**src/design/i2cs_pkg.sv**
```systemverilog
// ----------------------------------------------------------------------------
// i2cs_pkg
// types, codes and constants shared by the register transfer sequencer
// ----------------------------------------------------------------------------
`default_nettype none

package i2cs_pkg;

  // default burst limit and timeout after reset
  localparam int unsigned MAX_BURST_DEF = 8;
  localparam logic [15:0] TIMEOUT_RESET = 16'd10000;

  // bus engine status codes
  localparam logic [7:0] ST_START   = 8'h08;
  localparam logic [7:0] ST_RSTART  = 8'h10;
  localparam logic [7:0] ST_SAW_ACK = 8'h18;
  localparam logic [7:0] ST_TX_ACK  = 8'h28;
  localparam logic [7:0] ST_SAR_ACK = 8'h40;
  localparam logic [7:0] ST_RX_ACK  = 8'h50;
  localparam logic [7:0] ST_RX_NACK = 8'h58;
  localparam logic [7:0] READ_BIT   = 8'h01;

  // outcome codes beyond the per-step error codes
  localparam logic [3:0] OUT_OK            = 4'd0;
  localparam logic [3:0] OUT_RX_ACK_ERR    = 4'd7;
  localparam logic [3:0] OUT_RX_LAST_ERR   = 4'd8;
  localparam logic [3:0] OUT_EVENT_TIMEOUT = 4'd9;
  localparam logic [3:0] OUT_STOP_TIMEOUT  = 4'd10;

  typedef enum logic [1:0] {
    OP_START     = 2'd0,
    OP_STATUS    = 2'd1,
    OP_TICK      = 2'd2,
    OP_STOP_DONE = 2'd3
  } op_t;

  typedef enum logic [2:0] {
    ACT_NONE  = 3'd0,
    ACT_START = 3'd1,
    ACT_SEND  = 3'd2,
    ACT_ACK   = 3'd3,
    ACT_NACK  = 3'd4,
    ACT_STOP  = 3'd5
  } act_t;

  // phase codes double as the error outcome of their step
  typedef enum logic [3:0] {
    PH_IDLE   = 4'd0,
    PH_START  = 4'd1,
    PH_SAW    = 4'd2,
    PH_REG    = 4'd3,
    PH_DATA   = 4'd4,
    PH_RSTART = 4'd5,
    PH_SAR    = 4'd6,
    PH_RX     = 4'd7,
    PH_STOP   = 4'd8
  } phase_t;

  typedef struct packed {
    logic [1:0] opcode;
    logic       command;
    logic [7:0] device_address;
    logic [7:0] register_address;
    logic [7:0] write_data;
    logic [3:0] read_count;
    logic [7:0] status_code;
    logic [7:0] received_byte;
  } in_item_t;

  typedef struct packed {
    logic [2:0] action;
    logic [7:0] tx_byte;
    logic       rx_valid;
    logic [7:0] rx_byte;
    logic [2:0] rx_index;
    logic       done_res;
    logic [3:0] outcome;
    logic       busy_res;
  } out_item_t;

endpackage

`default_nettype wire

```
**src/design/i2cs_ifs.sv**
```systemverilog
// ----------------------------------------------------------------------------
// i2cs channel interfaces
// valid/ready channels for commands, results and the timeout register
// ----------------------------------------------------------------------------
`default_nettype none

interface i2cs_in_if;
  logic       valid;
  logic       ready;
  logic [1:0] opcode;
  logic       command;
  logic [7:0] device_address;
  logic [7:0] register_address;
  logic [7:0] write_data;
  logic [3:0] read_count;
  logic [7:0] status_code;
  logic [7:0] received_byte;

  modport source (
    output valid, opcode, command, device_address, register_address,
           write_data, read_count, status_code, received_byte,
    input  ready
  );
  modport sink (
    input  valid, opcode, command, device_address, register_address,
           write_data, read_count, status_code, received_byte,
    output ready
  );
endinterface

interface i2cs_out_if;
  logic       valid;
  logic       ready;
  logic [2:0] action;
  logic [7:0] tx_byte;
  logic       rx_valid;
  logic [7:0] rx_byte;
  logic [2:0] rx_index;
  logic       done_res;
  logic [3:0] outcome;
  logic       busy_res;

  modport source (
    output valid, action, tx_byte, rx_valid, rx_byte, rx_index, done_res,
           outcome, busy_res,
    input  ready
  );
  modport sink (
    input  valid, action, tx_byte, rx_valid, rx_byte, rx_index, done_res,
           outcome, busy_res,
    output ready
  );
endinterface

interface i2cs_cfg_if;
  logic        valid;
  logic        ready;
  logic [15:0] data;

  modport source (output valid, data, input ready);
  modport sink (input valid, data, output ready);
endinterface

`default_nettype wire

```
**src/design/i2c_register_transfer_sequencer.sv**
```systemverilog
// ----------------------------------------------------------------------------
// i2c_register_transfer_sequencer
// i2c master register write / burst read sequencer over a byte bus engine
// ----------------------------------------------------------------------------
// Each input transfer (start command, bus status event, tick, stop completed)
// produces exactly one result transfer telling the bus engine what to do next
// (start, send a byte, receive with ack or nack, stop) plus any received byte
// with its index, and a done flag with an outcome code when the transaction
// ends. It takes one transfer per clock while the result side keeps up: an
// input register feeds a single step of next-state logic that writes the
// result register, so an item passes the input register and then the result
// register on its way out, and a new item can be accepted every cycle.
// timeout_limit may only be written while no transaction is running and no
// item is in flight.
// ----------------------------------------------------------------------------
`default_nettype none

module i2c_register_transfer_sequencer #(
  parameter int unsigned MAX_BURST = i2cs_pkg::MAX_BURST_DEF
) (
  input wire logic    clk,
  input wire logic    rst_n,
  i2cs_in_if.sink     in_ch,
  i2cs_out_if.source  out_ch,
  i2cs_cfg_if.sink    cfg_ch
);

  // timeout register, write always taken
  logic [15:0] timeout_limit_r;

  i2cs_pkg::in_item_t  in_item;
  i2cs_pkg::in_item_t  s_item;
  i2cs_pkg::out_item_t out_item;
  logic                s_valid;
  logic                take;

  assign cfg_ch.ready = 1'b1;

  always_ff @(posedge clk) begin
    if (!rst_n) begin
      timeout_limit_r <= i2cs_pkg::TIMEOUT_RESET;
    end else if (cfg_ch.valid) begin
      timeout_limit_r <= cfg_ch.data;
    end
  end

  // pack the input channel payload
  assign in_item.opcode           = in_ch.opcode;
  assign in_item.command          = in_ch.command;
  assign in_item.device_address   = in_ch.device_address;
  assign in_item.register_address = in_ch.register_address;
  assign in_item.write_data       = in_ch.write_data;
  assign in_item.read_count       = in_ch.read_count;
  assign in_item.status_code      = in_ch.status_code;
  assign in_item.received_byte    = in_ch.received_byte;

  i2cs_in_reg u_in_reg (
    .clk      (clk),
    .rst_n    (rst_n),
    .in_valid (in_ch.valid),
    .in_ready (in_ch.ready),
    .in_item  (in_item),
    .take     (take),
    .s_valid  (s_valid),
    .s_item   (s_item)
  );

  i2cs_engine #(
    .MAX_BURST (MAX_BURST)
  ) u_engine (
    .clk           (clk),
    .rst_n         (rst_n),
    .s_valid       (s_valid),
    .s_item        (s_item),
    .timeout_limit (timeout_limit_r),
    .take          (take),
    .out_ready     (out_ch.ready),
    .out_valid     (out_ch.valid),
    .out_item      (out_item)
  );

  // unpack the result register onto the output channel
  assign out_ch.action   = out_item.action;
  assign out_ch.tx_byte  = out_item.tx_byte;
  assign out_ch.rx_valid = out_item.rx_valid;
  assign out_ch.rx_byte  = out_item.rx_byte;
  assign out_ch.rx_index = out_item.rx_index;
  assign out_ch.done_res = out_item.done_res;
  assign out_ch.outcome  = out_item.outcome;
  assign out_ch.busy_res = out_item.busy_res;

endmodule

`default_nettype wire

```
**src/design/i2cs_in_reg.sv**
```systemverilog
// ----------------------------------------------------------------------------
// i2cs_in_reg
// input register stage, refilled in the same cycle it is drained
// ----------------------------------------------------------------------------
`default_nettype none

module i2cs_in_reg (
  input  wire logic              clk,
  input  wire logic              rst_n,
  input  wire logic              in_valid,
  output logic                   in_ready,
  input  wire i2cs_pkg::in_item_t in_item,
  input  wire logic              take,
  output logic                   s_valid,
  output i2cs_pkg::in_item_t     s_item
);

  logic               valid_r;
  i2cs_pkg::in_item_t item_r;

  assign in_ready = !valid_r || take;
  assign s_valid  = valid_r;
  assign s_item   = item_r;

  always_ff @(posedge clk) begin
    if (!rst_n) begin
      valid_r <= 1'b0;
    end else if (in_ready) begin
      valid_r <= in_valid;
    end
  end

  always_ff @(posedge clk) begin
    if (in_valid && in_ready) begin
      item_r <= in_item;
    end
  end

endmodule

`default_nettype wire

```
**src/design/i2cs_engine.sv**
```systemverilog
// ----------------------------------------------------------------------------
// i2cs_engine
// transaction state, one step per item, and the result register
// ----------------------------------------------------------------------------
`default_nettype none

module i2cs_engine #(
  parameter int unsigned MAX_BURST = i2cs_pkg::MAX_BURST_DEF
) (
  input  wire logic               clk,
  input  wire logic               rst_n,
  input  wire logic               s_valid,
  input  wire i2cs_pkg::in_item_t s_item,
  input  wire logic [15:0]        timeout_limit,
  output logic                    take,
  input  wire logic               out_ready,
  output logic                    out_valid,
  output i2cs_pkg::out_item_t     out_item
);

  localparam int unsigned CntW = $clog2(MAX_BURST + 1);
  localparam int unsigned NW   = (CntW > 4) ? CntW : 4;

  // state
  i2cs_pkg::phase_t phase_r, phase_nxt;
  logic             is_read_r, is_read_nxt;
  logic [7:0]       dev_r, dev_nxt;
  logic [7:0]       reg_r, reg_nxt;
  logic [7:0]       data_r, data_nxt;
  logic [CntW-1:0]  wanted_r, wanted_nxt;
  logic [CntW-1:0]  pos_r, pos_nxt;
  logic [15:0]      wait_r, wait_nxt;
  logic [3:0]       pend_r, pend_nxt;

  logic                valid_r;
  i2cs_pkg::out_item_t res_r, res;

  // shared decode
  i2cs_pkg::op_t   op;
  logic [7:0]      expect_code;
  logic            status_ok;
  logic            last;
  logic            next_last;
  logic [CntW:0]   pos_p1;
  logic [CntW:0]   pos_p2;
  logic [15:0]     wait_inc;
  logic            timed_out;
  logic [NW-1:0]   n_raw;
  logic [NW-1:0]   n_clamp;

  assign take      = s_valid && (!valid_r || out_ready);
  assign out_valid = valid_r;
  assign out_item  = res_r;

  assign op        = i2cs_pkg::op_t'(s_item.opcode);
  assign pos_p1    = (CntW+1)'(pos_r) + (CntW+1)'(1);
  assign pos_p2    = (CntW+1)'(pos_r) + (CntW+1)'(2);
  assign last      = pos_p1 >= (CntW+1)'(wanted_r);
  assign next_last = pos_p2 >= (CntW+1)'(wanted_r);
  assign wait_inc  = (wait_r == 16'hFFFF) ? wait_r : wait_r + 16'd1;
  assign timed_out = wait_inc > timeout_limit;
  assign status_ok = s_item.status_code == expect_code;

  // read count clamped to 1..MAX_BURST
  always_comb begin
    n_raw   = NW'(s_item.read_count);
    n_clamp = n_raw;
    if (n_raw == '0) begin
      n_clamp = NW'(1);
    end
    if (n_raw > NW'(MAX_BURST)) begin
      n_clamp = NW'(MAX_BURST);
    end
  end

  always_comb begin
    case (phase_r)
      i2cs_pkg::PH_START:  expect_code = i2cs_pkg::ST_START;
      i2cs_pkg::PH_SAW:    expect_code = i2cs_pkg::ST_SAW_ACK;
      i2cs_pkg::PH_REG:    expect_code = i2cs_pkg::ST_TX_ACK;
      i2cs_pkg::PH_DATA:   expect_code = i2cs_pkg::ST_TX_ACK;
      i2cs_pkg::PH_RSTART: expect_code = i2cs_pkg::ST_RSTART;
      i2cs_pkg::PH_SAR:    expect_code = i2cs_pkg::ST_SAR_ACK;
      default:             expect_code = last ? i2cs_pkg::ST_RX_NACK : i2cs_pkg::ST_RX_ACK;
    endcase
  end

  // next phase
  always_comb begin
    phase_nxt = phase_r;
    case (op)
      i2cs_pkg::OP_START: begin
        if (phase_r == i2cs_pkg::PH_IDLE) begin
          phase_nxt = i2cs_pkg::PH_START;
        end
      end
      i2cs_pkg::OP_STATUS: begin
        if (phase_r != i2cs_pkg::PH_IDLE && phase_r != i2cs_pkg::PH_STOP) begin
          if (!status_ok) begin
            phase_nxt = i2cs_pkg::PH_STOP;
          end else begin
            case (phase_r)
              i2cs_pkg::PH_START:  phase_nxt = i2cs_pkg::PH_SAW;
              i2cs_pkg::PH_SAW:    phase_nxt = i2cs_pkg::PH_REG;
              i2cs_pkg::PH_REG:    phase_nxt = is_read_r ? i2cs_pkg::PH_RSTART
                                                         : i2cs_pkg::PH_DATA;
              i2cs_pkg::PH_DATA:   phase_nxt = i2cs_pkg::PH_STOP;
              i2cs_pkg::PH_RSTART: phase_nxt = i2cs_pkg::PH_SAR;
              i2cs_pkg::PH_SAR:    phase_nxt = i2cs_pkg::PH_RX;
              default:             phase_nxt = last ? i2cs_pkg::PH_STOP : i2cs_pkg::PH_RX;
            endcase
          end
        end
      end
      i2cs_pkg::OP_TICK: begin
        if (phase_r != i2cs_pkg::PH_IDLE && timed_out) begin
          phase_nxt = i2cs_pkg::PH_IDLE;
        end
      end
      i2cs_pkg::OP_STOP_DONE: begin
        if (phase_r == i2cs_pkg::PH_STOP) begin
          phase_nxt = i2cs_pkg::PH_IDLE;
        end
      end
      default: phase_nxt = phase_r;
    endcase
  end

  // result fields and datapath state
  always_comb begin
    res         = '0;
    is_read_nxt = is_read_r;
    dev_nxt     = dev_r;
    reg_nxt     = reg_r;
    data_nxt    = data_r;
    wanted_nxt  = wanted_r;
    pos_nxt     = pos_r;
    wait_nxt    = wait_r;
    pend_nxt    = pend_r;
    res.action  = i2cs_pkg::ACT_NONE;
    case (op)
      i2cs_pkg::OP_START: begin
        if (phase_r == i2cs_pkg::PH_IDLE) begin
          is_read_nxt = s_item.command;
          dev_nxt     = s_item.device_address;
          reg_nxt     = s_item.register_address;
          data_nxt    = s_item.write_data;
          wanted_nxt  = CntW'(n_clamp);
          pos_nxt     = '0;
          wait_nxt    = '0;
          pend_nxt    = i2cs_pkg::OUT_OK;
          res.action  = i2cs_pkg::ACT_START;
        end
      end
      i2cs_pkg::OP_STATUS: begin
        if (phase_r != i2cs_pkg::PH_IDLE && phase_r != i2cs_pkg::PH_STOP) begin
          wait_nxt = '0;
          if (!status_ok) begin
            if (phase_r == i2cs_pkg::PH_RX) begin
              pend_nxt = last ? i2cs_pkg::OUT_RX_LAST_ERR : i2cs_pkg::OUT_RX_ACK_ERR;
            end else begin
              pend_nxt = 4'(phase_r);
            end
            res.action = i2cs_pkg::ACT_STOP;
          end else begin
            case (phase_r)
              i2cs_pkg::PH_START: begin
                res.action  = i2cs_pkg::ACT_SEND;
                res.tx_byte = dev_r;
              end
              i2cs_pkg::PH_SAW: begin
                res.action  = i2cs_pkg::ACT_SEND;
                res.tx_byte = reg_r;
              end
              i2cs_pkg::PH_REG: begin
                if (is_read_r) begin
                  res.action = i2cs_pkg::ACT_START;
                end else begin
                  res.action  = i2cs_pkg::ACT_SEND;
                  res.tx_byte = data_r;
                end
              end
              i2cs_pkg::PH_DATA: begin
                pend_nxt   = i2cs_pkg::OUT_OK;
                res.action = i2cs_pkg::ACT_STOP;
              end
              i2cs_pkg::PH_RSTART: begin
                res.action  = i2cs_pkg::ACT_SEND;
                res.tx_byte = dev_r | i2cs_pkg::READ_BIT;
              end
              i2cs_pkg::PH_SAR: begin
                res.action = (wanted_r <= CntW'(1)) ? i2cs_pkg::ACT_NACK
                                                    : i2cs_pkg::ACT_ACK;
              end
              default: begin
                // data byte phase
                res.rx_valid = 1'b1;
                res.rx_byte  = s_item.received_byte;
                res.rx_index = 3'(pos_r);
                pos_nxt      = CntW'(pos_p1);
                if (last) begin
                  pend_nxt   = i2cs_pkg::OUT_OK;
                  res.action = i2cs_pkg::ACT_STOP;
                end else begin
                  res.action = next_last ? i2cs_pkg::ACT_NACK : i2cs_pkg::ACT_ACK;
                end
              end
            endcase
          end
        end
      end
      i2cs_pkg::OP_TICK: begin
        if (phase_r != i2cs_pkg::PH_IDLE) begin
          wait_nxt = wait_inc;
          if (timed_out) begin
            if (phase_r == i2cs_pkg::PH_STOP) begin
              res.outcome = i2cs_pkg::OUT_STOP_TIMEOUT;
            end else begin
              res.action  = i2cs_pkg::ACT_STOP;
              res.outcome = i2cs_pkg::OUT_EVENT_TIMEOUT;
            end
            res.done_res = 1'b1;
            wait_nxt     = '0;
          end
        end
      end
      i2cs_pkg::OP_STOP_DONE: begin
        if (phase_r == i2cs_pkg::PH_STOP) begin
          res.done_res = 1'b1;
          res.outcome  = pend_r;
          wait_nxt     = '0;
        end
      end
      default: res.action = i2cs_pkg::ACT_NONE;
    endcase
    res.busy_res = phase_nxt != i2cs_pkg::PH_IDLE;
  end

  always_ff @(posedge clk) begin
    if (!rst_n) begin
      phase_r   <= i2cs_pkg::PH_IDLE;
      is_read_r <= 1'b0;
      dev_r     <= '0;
      reg_r     <= '0;
      data_r    <= '0;
      wanted_r  <= '0;
      pos_r     <= '0;
      wait_r    <= '0;
      pend_r    <= '0;
    end else if (take) begin
      phase_r   <= phase_nxt;
      is_read_r <= is_read_nxt;
      dev_r     <= dev_nxt;
      reg_r     <= reg_nxt;
      data_r    <= data_nxt;
      wanted_r  <= wanted_nxt;
      pos_r     <= pos_nxt;
      wait_r    <= wait_nxt;
      pend_r    <= pend_nxt;
    end
  end

  always_ff @(posedge clk) begin
    if (!rst_n) begin
      valid_r <= 1'b0;
    end else if (take) begin
      valid_r <= 1'b1;
    end else if (out_ready) begin
      valid_r <= 1'b0;
    end
  end

  always_ff @(posedge clk) begin
    if (take) begin
      res_r <= res;
    end
  end

endmodule

`default_nettype wire
```
**src/flat_wrapper.sv**
```systemverilog
// flat-port wrapper written by rule: the top's interface ports become plain ports
module i2c_register_transfer_sequencer_flat 
#(
  parameter int unsigned MAX_BURST = i2cs_pkg::MAX_BURST_DEF
)
  (clk, rst_n, in_ch_valid, in_ch_opcode, in_ch_command, in_ch_device_address, in_ch_register_address, in_ch_write_data, in_ch_read_count, in_ch_status_code, in_ch_received_byte, in_ch_ready, out_ch_valid, out_ch_action, out_ch_tx_byte, out_ch_rx_valid, out_ch_rx_byte, out_ch_rx_index, out_ch_done_res, out_ch_outcome, out_ch_busy_res, out_ch_ready, cfg_ch_valid, cfg_ch_data, cfg_ch_ready);
  i2cs_in_if in_ch_i ();
  i2cs_out_if out_ch_i ();
  i2cs_cfg_if cfg_ch_i ();
  input wire logic clk;
  input wire logic rst_n;
  input wire logic [$bits(in_ch_i.valid)-1:0] in_ch_valid;
  input wire logic [$bits(in_ch_i.opcode)-1:0] in_ch_opcode;
  input wire logic [$bits(in_ch_i.command)-1:0] in_ch_command;
  input wire logic [$bits(in_ch_i.device_address)-1:0] in_ch_device_address;
  input wire logic [$bits(in_ch_i.register_address)-1:0] in_ch_register_address;
  input wire logic [$bits(in_ch_i.write_data)-1:0] in_ch_write_data;
  input wire logic [$bits(in_ch_i.read_count)-1:0] in_ch_read_count;
  input wire logic [$bits(in_ch_i.status_code)-1:0] in_ch_status_code;
  input wire logic [$bits(in_ch_i.received_byte)-1:0] in_ch_received_byte;
  output wire logic [$bits(in_ch_i.ready)-1:0] in_ch_ready;
  output wire logic [$bits(out_ch_i.valid)-1:0] out_ch_valid;
  output wire logic [$bits(out_ch_i.action)-1:0] out_ch_action;
  output wire logic [$bits(out_ch_i.tx_byte)-1:0] out_ch_tx_byte;
  output wire logic [$bits(out_ch_i.rx_valid)-1:0] out_ch_rx_valid;
  output wire logic [$bits(out_ch_i.rx_byte)-1:0] out_ch_rx_byte;
  output wire logic [$bits(out_ch_i.rx_index)-1:0] out_ch_rx_index;
  output wire logic [$bits(out_ch_i.done_res)-1:0] out_ch_done_res;
  output wire logic [$bits(out_ch_i.outcome)-1:0] out_ch_outcome;
  output wire logic [$bits(out_ch_i.busy_res)-1:0] out_ch_busy_res;
  input wire logic [$bits(out_ch_i.ready)-1:0] out_ch_ready;
  input wire logic [$bits(cfg_ch_i.valid)-1:0] cfg_ch_valid;
  input wire logic [$bits(cfg_ch_i.data)-1:0] cfg_ch_data;
  output wire logic [$bits(cfg_ch_i.ready)-1:0] cfg_ch_ready;
  assign in_ch_i.valid = in_ch_valid;
  assign in_ch_i.opcode = in_ch_opcode;
  assign in_ch_i.command = in_ch_command;
  assign in_ch_i.device_address = in_ch_device_address;
  assign in_ch_i.register_address = in_ch_register_address;
  assign in_ch_i.write_data = in_ch_write_data;
  assign in_ch_i.read_count = in_ch_read_count;
  assign in_ch_i.status_code = in_ch_status_code;
  assign in_ch_i.received_byte = in_ch_received_byte;
  assign in_ch_ready = in_ch_i.ready;
  assign out_ch_valid = out_ch_i.valid;
  assign out_ch_action = out_ch_i.action;
  assign out_ch_tx_byte = out_ch_i.tx_byte;
  assign out_ch_rx_valid = out_ch_i.rx_valid;
  assign out_ch_rx_byte = out_ch_i.rx_byte;
  assign out_ch_rx_index = out_ch_i.rx_index;
  assign out_ch_done_res = out_ch_i.done_res;
  assign out_ch_outcome = out_ch_i.outcome;
  assign out_ch_busy_res = out_ch_i.busy_res;
  assign out_ch_i.ready = out_ch_ready;
  assign cfg_ch_i.valid = cfg_ch_valid;
  assign cfg_ch_i.data = cfg_ch_data;
  assign cfg_ch_ready = cfg_ch_i.ready;
  i2c_register_transfer_sequencer #(.MAX_BURST(MAX_BURST)) u_core (.clk(clk), .rst_n(rst_n), .in_ch(in_ch_i), .out_ch(out_ch_i), .cfg_ch(cfg_ch_i));
endmodule
```
**config.mk**
```make
export PLATFORM = sky130hd
export DESIGN_NAME = i2c_register_transfer_sequencer_flat
export DESIGN_NICKNAME = d
export VERILOG_FILES = /design/src/design/i2cs_pkg.sv /design/src/design/i2cs_ifs.sv /design/src/design/i2c_register_transfer_sequencer.sv /design/src/design/i2cs_in_reg.sv /design/src/design/i2cs_engine.sv /design/src/flat_wrapper.sv
export SDC_FILE = /design/constraint.sdc
export NUM_CORES = 1
export LEC_CHECK = 0
export BUFFER_PORTS_ARGS = -buffer_cell sky130_fd_sc_hd__buf_2
export CAP_MARGIN = 15
export CORE_AREA = 2 2 129 131
export DETAILED_ROUTE_END_ITERATION = 6
export DIE_AREA = 0 0 131 133
export PLACE_DENSITY = 0.73
export SYNTH_ARGS = -nofsm -noshare
export SYNTH_HDL_FRONTEND = slang
export SYNTH_SLANG_ARGS = --single-unit
```
**constraint.sdc**
```tcl
create_clock -name clk -period 11.59 [get_ports clk]
set_clock_uncertainty 0.05 [all_clocks]
set_input_delay 0.5795 -clock clk [delete_from_list [all_inputs] [get_ports clk]]
set_output_delay 0.5795 -clock clk [all_outputs]
set_load 0.01 [all_outputs]
```
; Word level (Yosys, flattened, before mapping)
; Cells that the tools add are included.
[op_classes]
add_sub_neg = 3
order_cmp = 5
eq_ne = 22
muxes = 54
bitwise = 3
n_reduce_logical = 25
[ops]
columns = cell, n
row1 = $mux 16, 6
row2 = $mux 4, 17
row3 = $pmux 16 s4, 1
row4 = $pmux 7 s5, 1
row5 = $pmux 8 s4, 1
row6 = $pmux 4 s2, 3
row7 = $pmux 4 s6, 1
row8 = $mux 23, 1
row9 = $mux 3, 7
row10 = $mux 20, 1
row11 = $add 16x1->16 const B, 1
row12 = $eq 16x16->1 const B, 1
row13 = $eq 4x3->1 const B, 4
row14 = $gt 16x16->1, 1
row15 = $pmux 4 s4, 1
row16 = $mux 5, 3
row17 = $mux 12, 1
row18 = $ne 2x2->1 const B, 6
row19 = $pmux 3 s4, 1
row20 = $reduce_and 6->1, 2
row21 = $ge 5x4->1, 2
row22 = $pmux 5 s2, 1
row23 = $pmux 3 s3, 1
row24 = $reduce_or 9->1, 1
row25 = other kinds (30), 47
[word_totals]
reg_bits = 151
input_bits = 68
wordCells = 140

; Depth between registers and ports, before layout
; Gate-level depths: netlist of run 1.
[logic_depth]
depth_word = 9
mapped_depth = 16
depth_no_buf = 15

; Modules after synthesis
; Synthesis of run 1 repeated with hierarchy kept, for this count alone.
[hier_totals]
cells_unflattened = 707
hier_area_um2 = 7113.1
[modules_own_cells]
columns = module, instances, cells_each, area_per_inst_um2, seq_area_each_um2
row1 = i2cs_engine, 1, 602, 5029.8, 2031.9
row2 = i2cs_in_reg, 1, 52, 1468.9, 1431.4
row3 = i2c_register_transfer_sequencer, 1, 53, 614.3, 320.3

; Worst setup path after synthesis of run 1
; OpenSTA, ideal clock, no wires.
[synth_path]
kind = reg2reg
startpoint = register u_core.u_engine.wait_r[0]
endpoint = register u_core.u_engine.wait_r[4]
setup_time_ns = 0.074
arrival_time_ns = 3.583
path_slack_ns = 7.883
path_stages_with_launch = 17
period_less_slack_ns = 3.707
path_cell_list = dfxtp_1 > ha_1 > and3_1 > clkbuf_1 > nand2_1 > or3_1 > clkbuf_1 > and3_1 > xor2_1 > ha_1 > nand4_1 > nor4_1 > a21boi_0 > o31a_1 > or3_4 > or3_1 > a31oi_1
[synth_via]
elab_chain_len = 6
[synth_rtl]
columns = element, line
row1 = "start, declared", i2cs_engine.sv:32  ; logic [15:0] wait_r, wait_nxt;
row2 = "start signal, assigned", i2cs_engine.sv:258  ; wait_r <= wait_nxt;
row3 = $add 16x1->16 / $eq 16x16->1 (equally long branches), i2cs_engine.sv:60  ; assign wait_inc = (wait_r == 16'hFFFF) ? wait_r : wait_r + 16'd1;
row4 = $mux 16 (*), i2cs_engine.sv:60
row5 = $gt 16x16->1, i2cs_engine.sv:61  ; assign timed_out = wait_inc > timeout_limit;
row6 = $mux 16 (*), i2cs_engine.sv:215  ; if (timed_out) begin
row7 = $mux 16 (*), i2cs_engine.sv:213  ; if (phase_r != i2cs_pkg::PH_IDLE) begin
row8 = $pmux 16 s4 (*), i2cs_engine.sv:141  ; case (op)
; Every way passes the cells marked *; elsewhere a longest branch is shown, timed or not. The select of a mux whose other input is x is not followed.
; A chain may end at the register's enable or synchronous reset.

==> results.md, run 1 <==
- Die area: approximately 17,000 um2
- DP HPWL: approximately 10 mm
- Register area: 3780 um2
- Yosys top cell by area: edfxtp_1
- Post-Route Utilization: 0.512
- Hold path endpoint: u_core.u_in_reg.s_item[3]
- Setup CP Type: flop to flop
- Overall routing resource usage: 0.178
- Initial antenna violation count: 1
- Yosys warning count: 0
- DR iter-0 viols: 386
- Total negative slack: 0 ns
- Die width: approximately 130 um
- Number of global-route vias before repair: 4,979
- Hold wc startpoint: in_ch_received_byte[3]
- Critical R2R Launch: u_core.u_engine.wait_r[4]
- Placer Congestion: between 0.8 and 0.9
- CP max FO: 8
- Nature of the critical path endpoint: flop
- Power after layout: between 1 and 1.5 mW
- Fill count: ~1,500
- Floorplan core area: between 15,000 and 20,000 um2
- CTS sink cnt: 151
- IO Port Bufs: 98
- Fmax: between 200 and 250 MHz
- Fin area: about 8300 um2
- TritonCTS clock tree: yes
- Postcts setup bufs: 0
- DRC violations left: 0
- Synth Flop Type: edfxtp_1
- Multi-input logic area: approximately 3000 um2
- Number of buffers created by CTS: 17
- Status: finished, final reports clean
- CP Launch Type: flop
- Final Critical Period: about 4.2 ns
- Final Max Tran Viols: 0
- Cts hold-fix bufs: 0
- Worst hold stages: 1
- IO Pins: 100
- Flops & latches, synth: 151
- Max_cap viols: 0
- Most instantiated library cell after synthesis: nand2_1
- Die Y: approximately 130 um
- Post-Synthesis Cells: approximately 720
- Clk pin slew, worst setup/hold paths: approximately 0.070 ns
- Cell area after synthesis: about 7100 um2
- Placed cell areas: 7700 um2
- Flop2flop setup slack: 7.42 ns
- Final wirelength: 15.0 mm
- Area delta synth->final: 17.0%
- Number of distinct library cells after synthesis: 67
- Synth cell count leaders: nand2_1, edfxtp_1, dfxtp_1
- Clk root buf: clkbuf_16
- Sequential share of the synthesized area: 0.535
- Rows: between 40 and 50
- First-pass GRT wire length: roughly 24 mm
- Clk buf depth: 2
- Cell Pwr Density: around 150 nW/um2
- Max transition margin: 0.277
- Critical path required time: roughly 12 ns
- Synthesized area per cell: 9.79 um2
- Synth top area cells: edfxtp_1, dfxtp_1, nand2_1
- First-pass DRT Iterations: 5
- Synth top area share: 0.322
- Post-synth ARST share: 0
- Avg Vias per Cell: between 5 and 6
- Final hold violations: 0
- Clk Latency, worst-skew pair: about 0.43 ns
- Hold Path Class: input port to flop
- H-tree Lvls: 4
- RSZ-0062 raised after global routing: false
- Post_cts resized: 0
- Nets: 900
- Period utilisation layout: 0.359
- Number of synthesized flops with an enable pin: 76
- Worst Tran Pin Value: 1.08 ns
- R2r endpoint: u_core.u_engine.out_item[0]
- Syn Nets: roughly 800
- Largest net degree at the start of global routing: 48
- Crit path arrival time: 4.28 ns
- Routed Antenna Nets: 0
- Share of layout cells above drive strength 1: 0.182
- Starting Density: 0.438
- Setup violators final: 0
- Vias after detailed routing: roughly 5,500
- Wire per inst: between 10 and 15 um
- Depth of the most critical reg-to-reg path: 13
- Peak supply drop: just over 0.1 mV
- GRT overflow: 0
- Lkg Pwr: ~3.2 nW
## layer usage
layer | routed length, um | global-route usage | vias to the layer above | share of wire
met5 | 0 | 0 | - | 0
met4 | 289 | 0.0632 | 0 | 0.019
met3 | 724 | 0.0437 | 23 | 0.048
met2 | 7060 | 0.274 | 151 | 0.47
met1 | 6890 | 0.243 | 2535 | 0.46
li1 | - | - | 2756 | -
## final cells by class
class / count / share of cell area
Timing Repair Buffer: 102 / 0.0628
Antenna cell: 1 / 0.000302
Clock inverter: 11 / 0.0119
Sequential cell: 151 / 0.457
Tap cell: 220 / 0.0332
Clock buffer: 21 / 0.0582
Multi-Input combinational cell: 506 / 0.364
Inverter: 27 / 0.0122
## cells in the final DEF, fill, tap and decap left out, drive strengths merged, types with 12 or more instances in the layout
cell,count
edfxtp,76
nor2,61
dfxtp,75
nand2b,13
clkbuf,21
o21ai,15
mux2i,15
nand4,13
nand2,117
a22oi,12
nand3,19
inv,35
a21oi,74
buf,102
and2,15
ha,27
## stage by stage
step	instances	hold slack (ns)	setup slack, ns
5_1_grt	1038	0.259	7.08
3_3_place_gp	1006	0.392	7.65
3_5_place_dp	1006	0.398	7.48
6_report	1039	0.270	7.42
4_1_cts	1038	0.260	7.45
2_1_floorplan	723	0.383	7.88
## sequential cells by signal, indices dropped and copies added, names as in the netlist
name and cells:
u_core.u_engine.pend_r 4, u_core.u_engine.data_r 8, u_core.timeout_limit_r 16, u_core.u_engine.wanted_r 4
u_core.u_in_reg.s_item 47, u_core.u_engine.pos_r 4, u_core.u_in_reg.s_valid 1, u_core.u_engine.reg_r 8
u_core.u_engine.out_valid 1, u_core.u_engine.wait_r 16, u_core.u_engine.phase_r 4, u_core.u_engine.dev_r 8
u_core.u_engine.out_item 29, u_core.u_engine.is_read_r 1
## how the worst max path moves through the flow
stage                              startpoint                     endpoint  slack, ns
floorplan           u_core.u_engine.wait_r[0]    u_core.u_engine.wait_r[4]       7.88
global placement    u_core.u_engine.wait_r[4]  u_core.u_engine.out_item[0]       7.65
detailed placement  u_core.u_engine.wait_r[4]  u_core.u_engine.out_item[0]       7.48
CTS                 u_core.u_engine.wait_r[4]  u_core.u_engine.out_item[0]       7.45
global route        u_core.u_engine.wait_r[0]  u_core.u_engine.out_item[0]       7.08
finish              u_core.u_engine.wait_r[4]  u_core.u_engine.out_item[0]       7.42
## report_power, final
part / total [mW] / internal, mW / switching, mW / leakage (nW)
Clock: 0.541 / 0.306 / 0.235 / 0.288
Combinational: 0.0726 / 0.0274 / 0.0452 / 1.54
Sequential: 0.592 / 0.582 / 0.0102 / 1.35
Total: 1.21 / 0.915 / 0.291 / 3.17
## critical path, cell delays in order (launching register included)
cell,delay (ns)
dfxtp_1,0.44
and4_1,0.31
nand2_1,0.09
or3_1,0.41
nor3_1,0.17
mux2_2,0.37
ha_1,0.30
nand4_1,0.19
nor4_1,0.42
a21boi_0,0.29
o31a_1,0.38
nand2_1,0.18
a2bb2oi_1,0.19
o21ai_0,0.11
## cell families (layout without fill, tap and decap cells)
| family | count (synthesis) | count (layout) | synth area share |
|---|---|---|---|
| AOI/OAI and AO/OA | 155 | 155 | 0.139 |
| xor gates and xnor gates | 14 | 14 | 0.0173 |
| adders and majority gates | 27 | 27 | 0.0477 |
| buffers and inverters | 66 | 161 | 0.0391 |
| DFF | 151 | 151 | 0.535 |
| muxes | 17 | 17 | 0.0244 |
| other | 1 | 2 | 0.000530 |
| and+or+nand+nor | 292 | 292 | 0.198 |
Power figures use the tool's default switching activity.
==> run 2, diff against run 1 <==
clock period = 3.99 ns   (was 11.59 ns; I/O delays follow)
==> run 2 against run 1 <==
Global-route usage is 1.2 points higher. Routed wire length increased by 6.5%. Sequential power rose to 2.9 times the previous value. Flip-flop and latch count did not move. Critical path type unchanged. Critical endpoint is now u_core.u_engine.wait_r[4].
==> results.md, run 2 (synthesized netlist as in run 1, its figures left out) <==
- Overall routing resource usage: 0.190 (+0.0120)
- Critical R2R Launch: u_core.u_engine.wait_r[7]
- Fmax: 268 MHz (+12%)
- Crit path arrival time: 4.03 ns (-0.25 ns)
- H-tree Lvls: 4 (unchanged)
- Final cell count without fillers: 1,117 (+7.5%)
- Share of layout cells above drive strength 1: 0.192 (+0.00960)
- Final wirelength: 15.9 mm (+6.5%)
- CP Launch Type: flop
- IO Pins: 100 (unchanged)
- DP HPWL: 10.3 mm (+2.2%)
- IO Port Bufs: 98 (unchanged)
- Die Y: 133 um (unchanged)
- Die width: 131 um (unchanged)
- Placer Congestion: 0.865 (-0.14%)
- Floorplan core area: 16,200 um2 (unchanged)
- Diode count: 0 (-1)
- Status: finished, final reports clean
- Wire per inst: 14.3 um (-0.92%)
- Clk buf depth: 2 (unchanged)
- Vias after detailed routing: 5,778 (+5.7%)
- Routed Antenna Nets: 0 (unchanged)
- Peak supply drop: 0.274 mV (+170%)
- CTS sink cnt: 151 (unchanged)
- DRC violations left: 0 (unchanged)
- GRT overflow: 0 (unchanged)
- Cell Pwr Density: 388 nW/um2 (+170%)
- Critical path required time: 4.29 ns (-7.41 ns)
- Worst Tran Pin Value: 1.11 ns (+0.0301 ns)
- Final Max Tran Viols: 0 (unchanged)
- Period utilisation layout: 0.935 (+0.576)
- Hold path endpoint: u_core.u_engine.out_valid
- R2r endpoint: u_core.u_engine.wait_r[4]
- Most frequent cells in the layout: nand2_1, buf_2, edfxtp_1
- Hold wc startpoint: out_ch_ready
- Worst hold stages: 4 (+3)
- Most common cell after layout, fill and taps aside: nand2_1
- Depth of the most critical reg-to-reg path: 13 (unchanged)
- TritonCTS clock tree: yes
- Die area: 17,400 um2 (unchanged)
- Setup violators final: 0 (unchanged)
- Fill count: 1,383 (-5.6%)
- Hold Path Class: input port to flop
- Setup CP Type: flop to flop
- Largest net degree at the start of global routing: 48 (unchanged)
- Number of buffers created by CTS: 17 (unchanged)
- Clk Latency, worst-skew pair: 0.41 ns (-0.02 ns)
- First-pass DRT Iterations: 5 (unchanged)
- Nets: 979 (+8.8%)
- Avg Vias per Cell: 5.17 (-1.7%)
- DR iter-0 viols: 461 (+19%)
- Area delta synth->final: 27.9%
- Lkg Pwr: 3.50 nW (+10%)
- Dpl cells: 1,019 (+1.3%)
- Starting Density: 0.438 (unchanged)
- First-pass GRT wire length: 26.0 mm (+6.7%)
- Nature of the critical path endpoint: flop
- Initial antenna violation count: 0 (-1)
- Max transition margin: 0.262 (-0.0145)
- CP max FO: 5 (-3)
- Clk pin slew, worst setup/hold paths: 0.06 ns (about the same)
- Final hold violations: 0 (unchanged)
- Rows: 47 (unchanged)
- Max reg flops: 47 (unchanged)
- Flop2flop setup slack: 0.26 ns (-7.16 ns)
- Final Critical Period: 3.73 ns (-0.436 ns)
- Clk root buf: clkbuf_16
- Max_cap viols: 0 (unchanged)
- Number of global-route vias before repair: 5,495 (+10%)
- Power after layout: 3.51 mW (+190%)
- Total negative slack: 0 ns (unchanged)
run 2: cell count changes in the layout (fill, tap and decap cells not counted), sizes merged:
cell         delta
dlygate4sd3    +64
buf            +15
clkinvlp        +4
clkinv          -2
inv             -2
bufinv          +1
clkbuf          -1
diode           -1
run 2: layer usage:
layer / up-vias / global-route usage / share of wire
met5: - / 0 / 0
met4: 0 / 0.0762 / 0.025
met3: 34 / 0.0421 / 0.059
met2: 182 / 0.302 / 0.48
met1: 2656 / 0.250 / 0.44
li1: 2906 / - / -
run 2: final cells by class:
| type | count | area (um2) | area share |
|---|---|---|---|
| Tap cell | 220 | 275 | 0.0304 |
| Inverter | 27 | 101 | 0.0112 |
| Multi-Input combinational cell | 506 | 3050 | 0.337 |
| Timing Repair Buffer | 181 | 1270 | 0.141 |
| Sequential cell | 151 | 3790 | 0.418 |
| Clock inverter | 12 | 116 | 0.0129 |
| Clock buffer | 20 | 447 | 0.0493 |
run 2: worst max-delay path, cell delays in order, from the launching register on:
cell      delay, ns
dfxtp_1        0.37
and4_2         0.30
nand2_1        0.08
or3_1          0.40
nor3_2         0.13
mux2_2         0.36
ha_1           0.31
nand4_1        0.20
nor4_4         0.07
a21boi_2       0.16
o31a_1         0.36
or3_4          0.43
or3_1          0.31
a31oi_1        0.15
run 2: worst max-delay path by stage:
stage	start	endpoint	slack (ns)	cells past startpoint
floorplan	u_core.u_engine.wait_r[0]	u_core.u_engine.wait_r[4]	0.28	16
global placement	u_core.u_engine.wait_r[5]	u_core.u_engine.wait_r[4]	0.11	13
detailed placement	u_core.u_engine.wait_r[5]	u_core.u_engine.out_item[0]	0.01	13
CTS	u_core.u_engine.wait_r[5]	u_core.u_engine.out_item[0]	0.06	13
global route	u_core.u_engine.wait_r[0]	u_core.u_engine.wait_r[4]	-0.01	15
finish	u_core.u_engine.wait_r[7]	u_core.u_engine.wait_r[4]	0.26	13
run 2: through the flow:
step                cell area [um2]  utilization  hold slack, ns  setup slack (ns)
finish                         9050        0.560          0.0325             0.259
global route                   9050        0.560          0.0483           -0.0137
CTS                            9010        0.557          0.0226            0.0631
detailed placement             7800        0.482           0.328            0.0135
global placement               7800        0.482           0.326             0.113
floorplan                      7080            -           0.248             0.283
run 2: where the power goes:
group | switching (mW) | leakage [nW] | internal, mW
Clock | 0.637 | 0.263 | 0.884
Sequential | 0.0250 | 1.35 | 1.69
Combinational | 0.150 | 1.89 | 0.123
run 2: what timing repair did:
action	in CTS	in global routing
setup buffers	0	2
setup endpoints to repair	2	26
cloned	0	0
hold buffers	64	0
resized for setup	1	11
endpoints found under the hold margin	64	0
pin swaps	0	7
==> run 3, diff against run 2 <==
PLACE_DENSITY = not set   (was 0.73)
PLACE_DENSITY_LB_ADDON = 0.25   (was not set)
REMOVE_ABC_BUFFERS = 1   (was not set)
==> run 3 against run 2 <==
Cell count decreased by 0.27%. Sequential power about the same. Utilization decreased by 0.32 points. Register-to-register slack got worse by 0.06 ns. Critical path depth unchanged. Combinational power decreased by 2%. Die area unchanged. Critical path type unchanged. Critical endpoint unchanged. Largest power group unchanged.
==> results.md, run 3 (synthesized netlist as in run 1, its figures left out) <==
- H-tree Lvls: 4 (unchanged)
- Critical R2R Launch: u_core.u_engine.wait_r[7]
- Fmax: 264 MHz (-1.7%)
- Area delta synth->final: 27.2%
- Crit path arrival time: 4.09 ns (+0.06 ns)
- Crit path from: u_core.u_engine.wait_r[7]
- Setup CP Type: flop to flop
- Die width: 131 um (unchanged)
- Avg Vias per Cell: 5.18 (+0.17%)
- Clk root buf: clkbuf_16
- Final wirelength: 16.6 mm (+4.1%)
- Final Critical Period: 3.80 ns (+0.0643 ns)
- CTS sink cnt: 151 (unchanged)
- Clk Latency, worst-skew pair: 0.42 ns (about the same)
- IO Pins: 100 (unchanged)
- Final Max Tran Viols: 0 (unchanged)
- First-pass GRT wire length: 27.1 mm (+4.2%)
- Largest net degree at the start of global routing: 48 (unchanged)
- Status: finished, final reports clean
- Share of layout cells above drive strength 1: 0.189 (-0.00271)
- Wire per inst: 14.9 um (+4.4%)
- GRT overflow: 0 (unchanged)
- Rows: 47 (unchanged)
- CP Launch Type: flop
- Initial antenna violation count: 0 (unchanged)
- TritonCTS clock tree: yes
- Hold wc startpoint: out_ch_ready
- Fill count: 1,444 (+4.4%)
- Setup violators final: 0 (unchanged)
- Number of global-route vias before repair: 5,643 (+2.7%)
- Placer Congestion: 0.896 (+3.6%)
- DP HPWL: 10.9 mm (+5.6%)
- Overall routing resource usage: 0.198 (+0.00862)
- Nets: 976 (-0.31%)
- CP Cell Sequence: and4_2, nand2_1, or3_1, nor3_1, mux2_2, ha_1, nand4_1, nor2_1, o2bb2ai_1, o31a_1, or3_4, or3_1, a31oi_1
- Die area: 17,400 um2 (unchanged)
- Final hold violations: 0 (unchanged)
- Place WS: 0.00190 ns (-0.0116 ns)
- DR iter-0 viols: 471 (+2.2%)
- Crit path setup slack, layout: 0.195 ns (-0.0643 ns)
- Most frequent cells in the layout: nand2_1, buf_2, edfxtp_1
- Cell Pwr Density: 386 nW/um2 (-0.38%)
- Nature of the critical path endpoint: flop
- CP max FO: 6 (+1)
- Starting Density: 0.438 (unchanged)
- Routed Antenna Nets: 0 (unchanged)
- Hold Path Class: input port to flop
- IO Port Bufs: 98 (unchanged)
- First-pass DRT Iterations: 7 (+2)
- Max reg flops: 47 (unchanged)
- Lkg Pwr: 3.48 nW (-0.55%)
- Clk buf depth: 2 (unchanged)
- Diode count: 0 (unchanged)
- CP peak stage delay: 0.44 ns (about the same)
- DRC violations left: 0 (unchanged)
- Critical path required time: 4.28 ns (about the same)
- Worst Tran Pin Value: 1.12 ns (+0.00992 ns)
- Period utilisation layout: 0.951 (+0.0161)
- Most common cell after layout, fill and taps aside: nand2_1
- Peak supply drop: 0.323 mV (+18%)
- Clk pin slew, worst setup/hold paths: 0.06 ns (about the same)
- Vias after detailed routing: 5,772 (-0.10%)
- Die Y: 133 um (unchanged)
- Post-Route Utilization: 0.557 (-0.00317)
- Floorplan core area: 16,200 um2 (unchanged)
- Slowest cell on crit path: or3_4
- Max transition margin: 0.256 (-0.00661)
- Number of buffers created by CTS: 17 (unchanged)
- Max_cap viols: 0 (unchanged)
- CP most frequent cell: or3_1
## run 3: cell count changes in the layout (fill, tap and decap cells not counted), moves of 2 or more
| cell | previous run | this run |
|---|---|---|
| inv_8 | 0 | 2 |
| clkinvlp_4 | 4 | 2 |
| buf_4 | 19 | 16 |
| clkinv_4 | 0 | 3 |
## run 3: worst paths after layout
path                            cells after the start  slack (ns)                         to
worst min-delay path                                4        0.05  u_core.u_engine.out_valid
worst max-delay path                               13        0.19  u_core.u_engine.wait_r[4]
worst max register to register                     13        0.19  u_core.u_engine.wait_r[4]
worst min register to register                      2        0.40   u_core.u_engine.dev_r[0]
## run 3: worst max-delay path: cells and delay by family (launching register included)
| family | cells | cell delay (ns) |
|---|---|---|
| muxes | 1 | 0.37 |
| DFF | 1 | 0.37 |
| AOI/OAI and AO/OA | 3 | 0.68 |
| adders and majority gates | 1 | 0.31 |
| and+or+nand+nor | 8 | 1.93 |
## run 3: timing repair
item | in CTS | in global routing
pin swaps | 1 | 3
setup endpoints to repair | 1 | 26
setup buffers | 0 | 3
hold buffers | 64 | 0
endpoints found under the hold margin | 64 | 0
resized for setup | 0 | 11
## run 3: per-layer routing
metal  up-vias  routed length (um)  track usage
li1       2898                   -            -
met1      2682                7270        0.247
met2       161                8310        0.338
met3        31                 703       0.0388
met4         0                 316       0.0739
met5         -                   0            0
## run 3: layout make-up
cell class / count / area, um2 / area share
sequential: 151 / 3790 / 0.421
multi-input combinational: 506 / 3040 / 0.338
timing repair buffer: 178 / 1250 / 0.139
clock buffer: 19 / 433 / 0.0481
tap: 220 / 275 / 0.0306
clock inverter: 13 / 113 / 0.0125
inverter: 27 / 101 / 0.0113
## run 3: per-stage QoR
step	total power, mW	hold slack, ns	TNS, ns	instances	instance area [um2]
4_1_cts	3.50	0.0317	0	1111	8950
5_1_grt	3.61	0.0675	-0.00651	1114	9000
2_1_floorplan	1.87	0.248	0	684	6900
3_5_place_dp	1.97	0.328	0	1015	7770
3_3_place_gp	1.96	0.326	0	1015	7770
6_report	3.48	0.0545	0	1114	9000
## run 3: power breakdown
group          leakage, nW  total, mW  switching, mW  internal, mW
Sequential            1.35       1.72         0.0295          1.69
Combinational         1.87      0.269          0.147         0.122
Clock                0.263       1.49          0.674         0.814
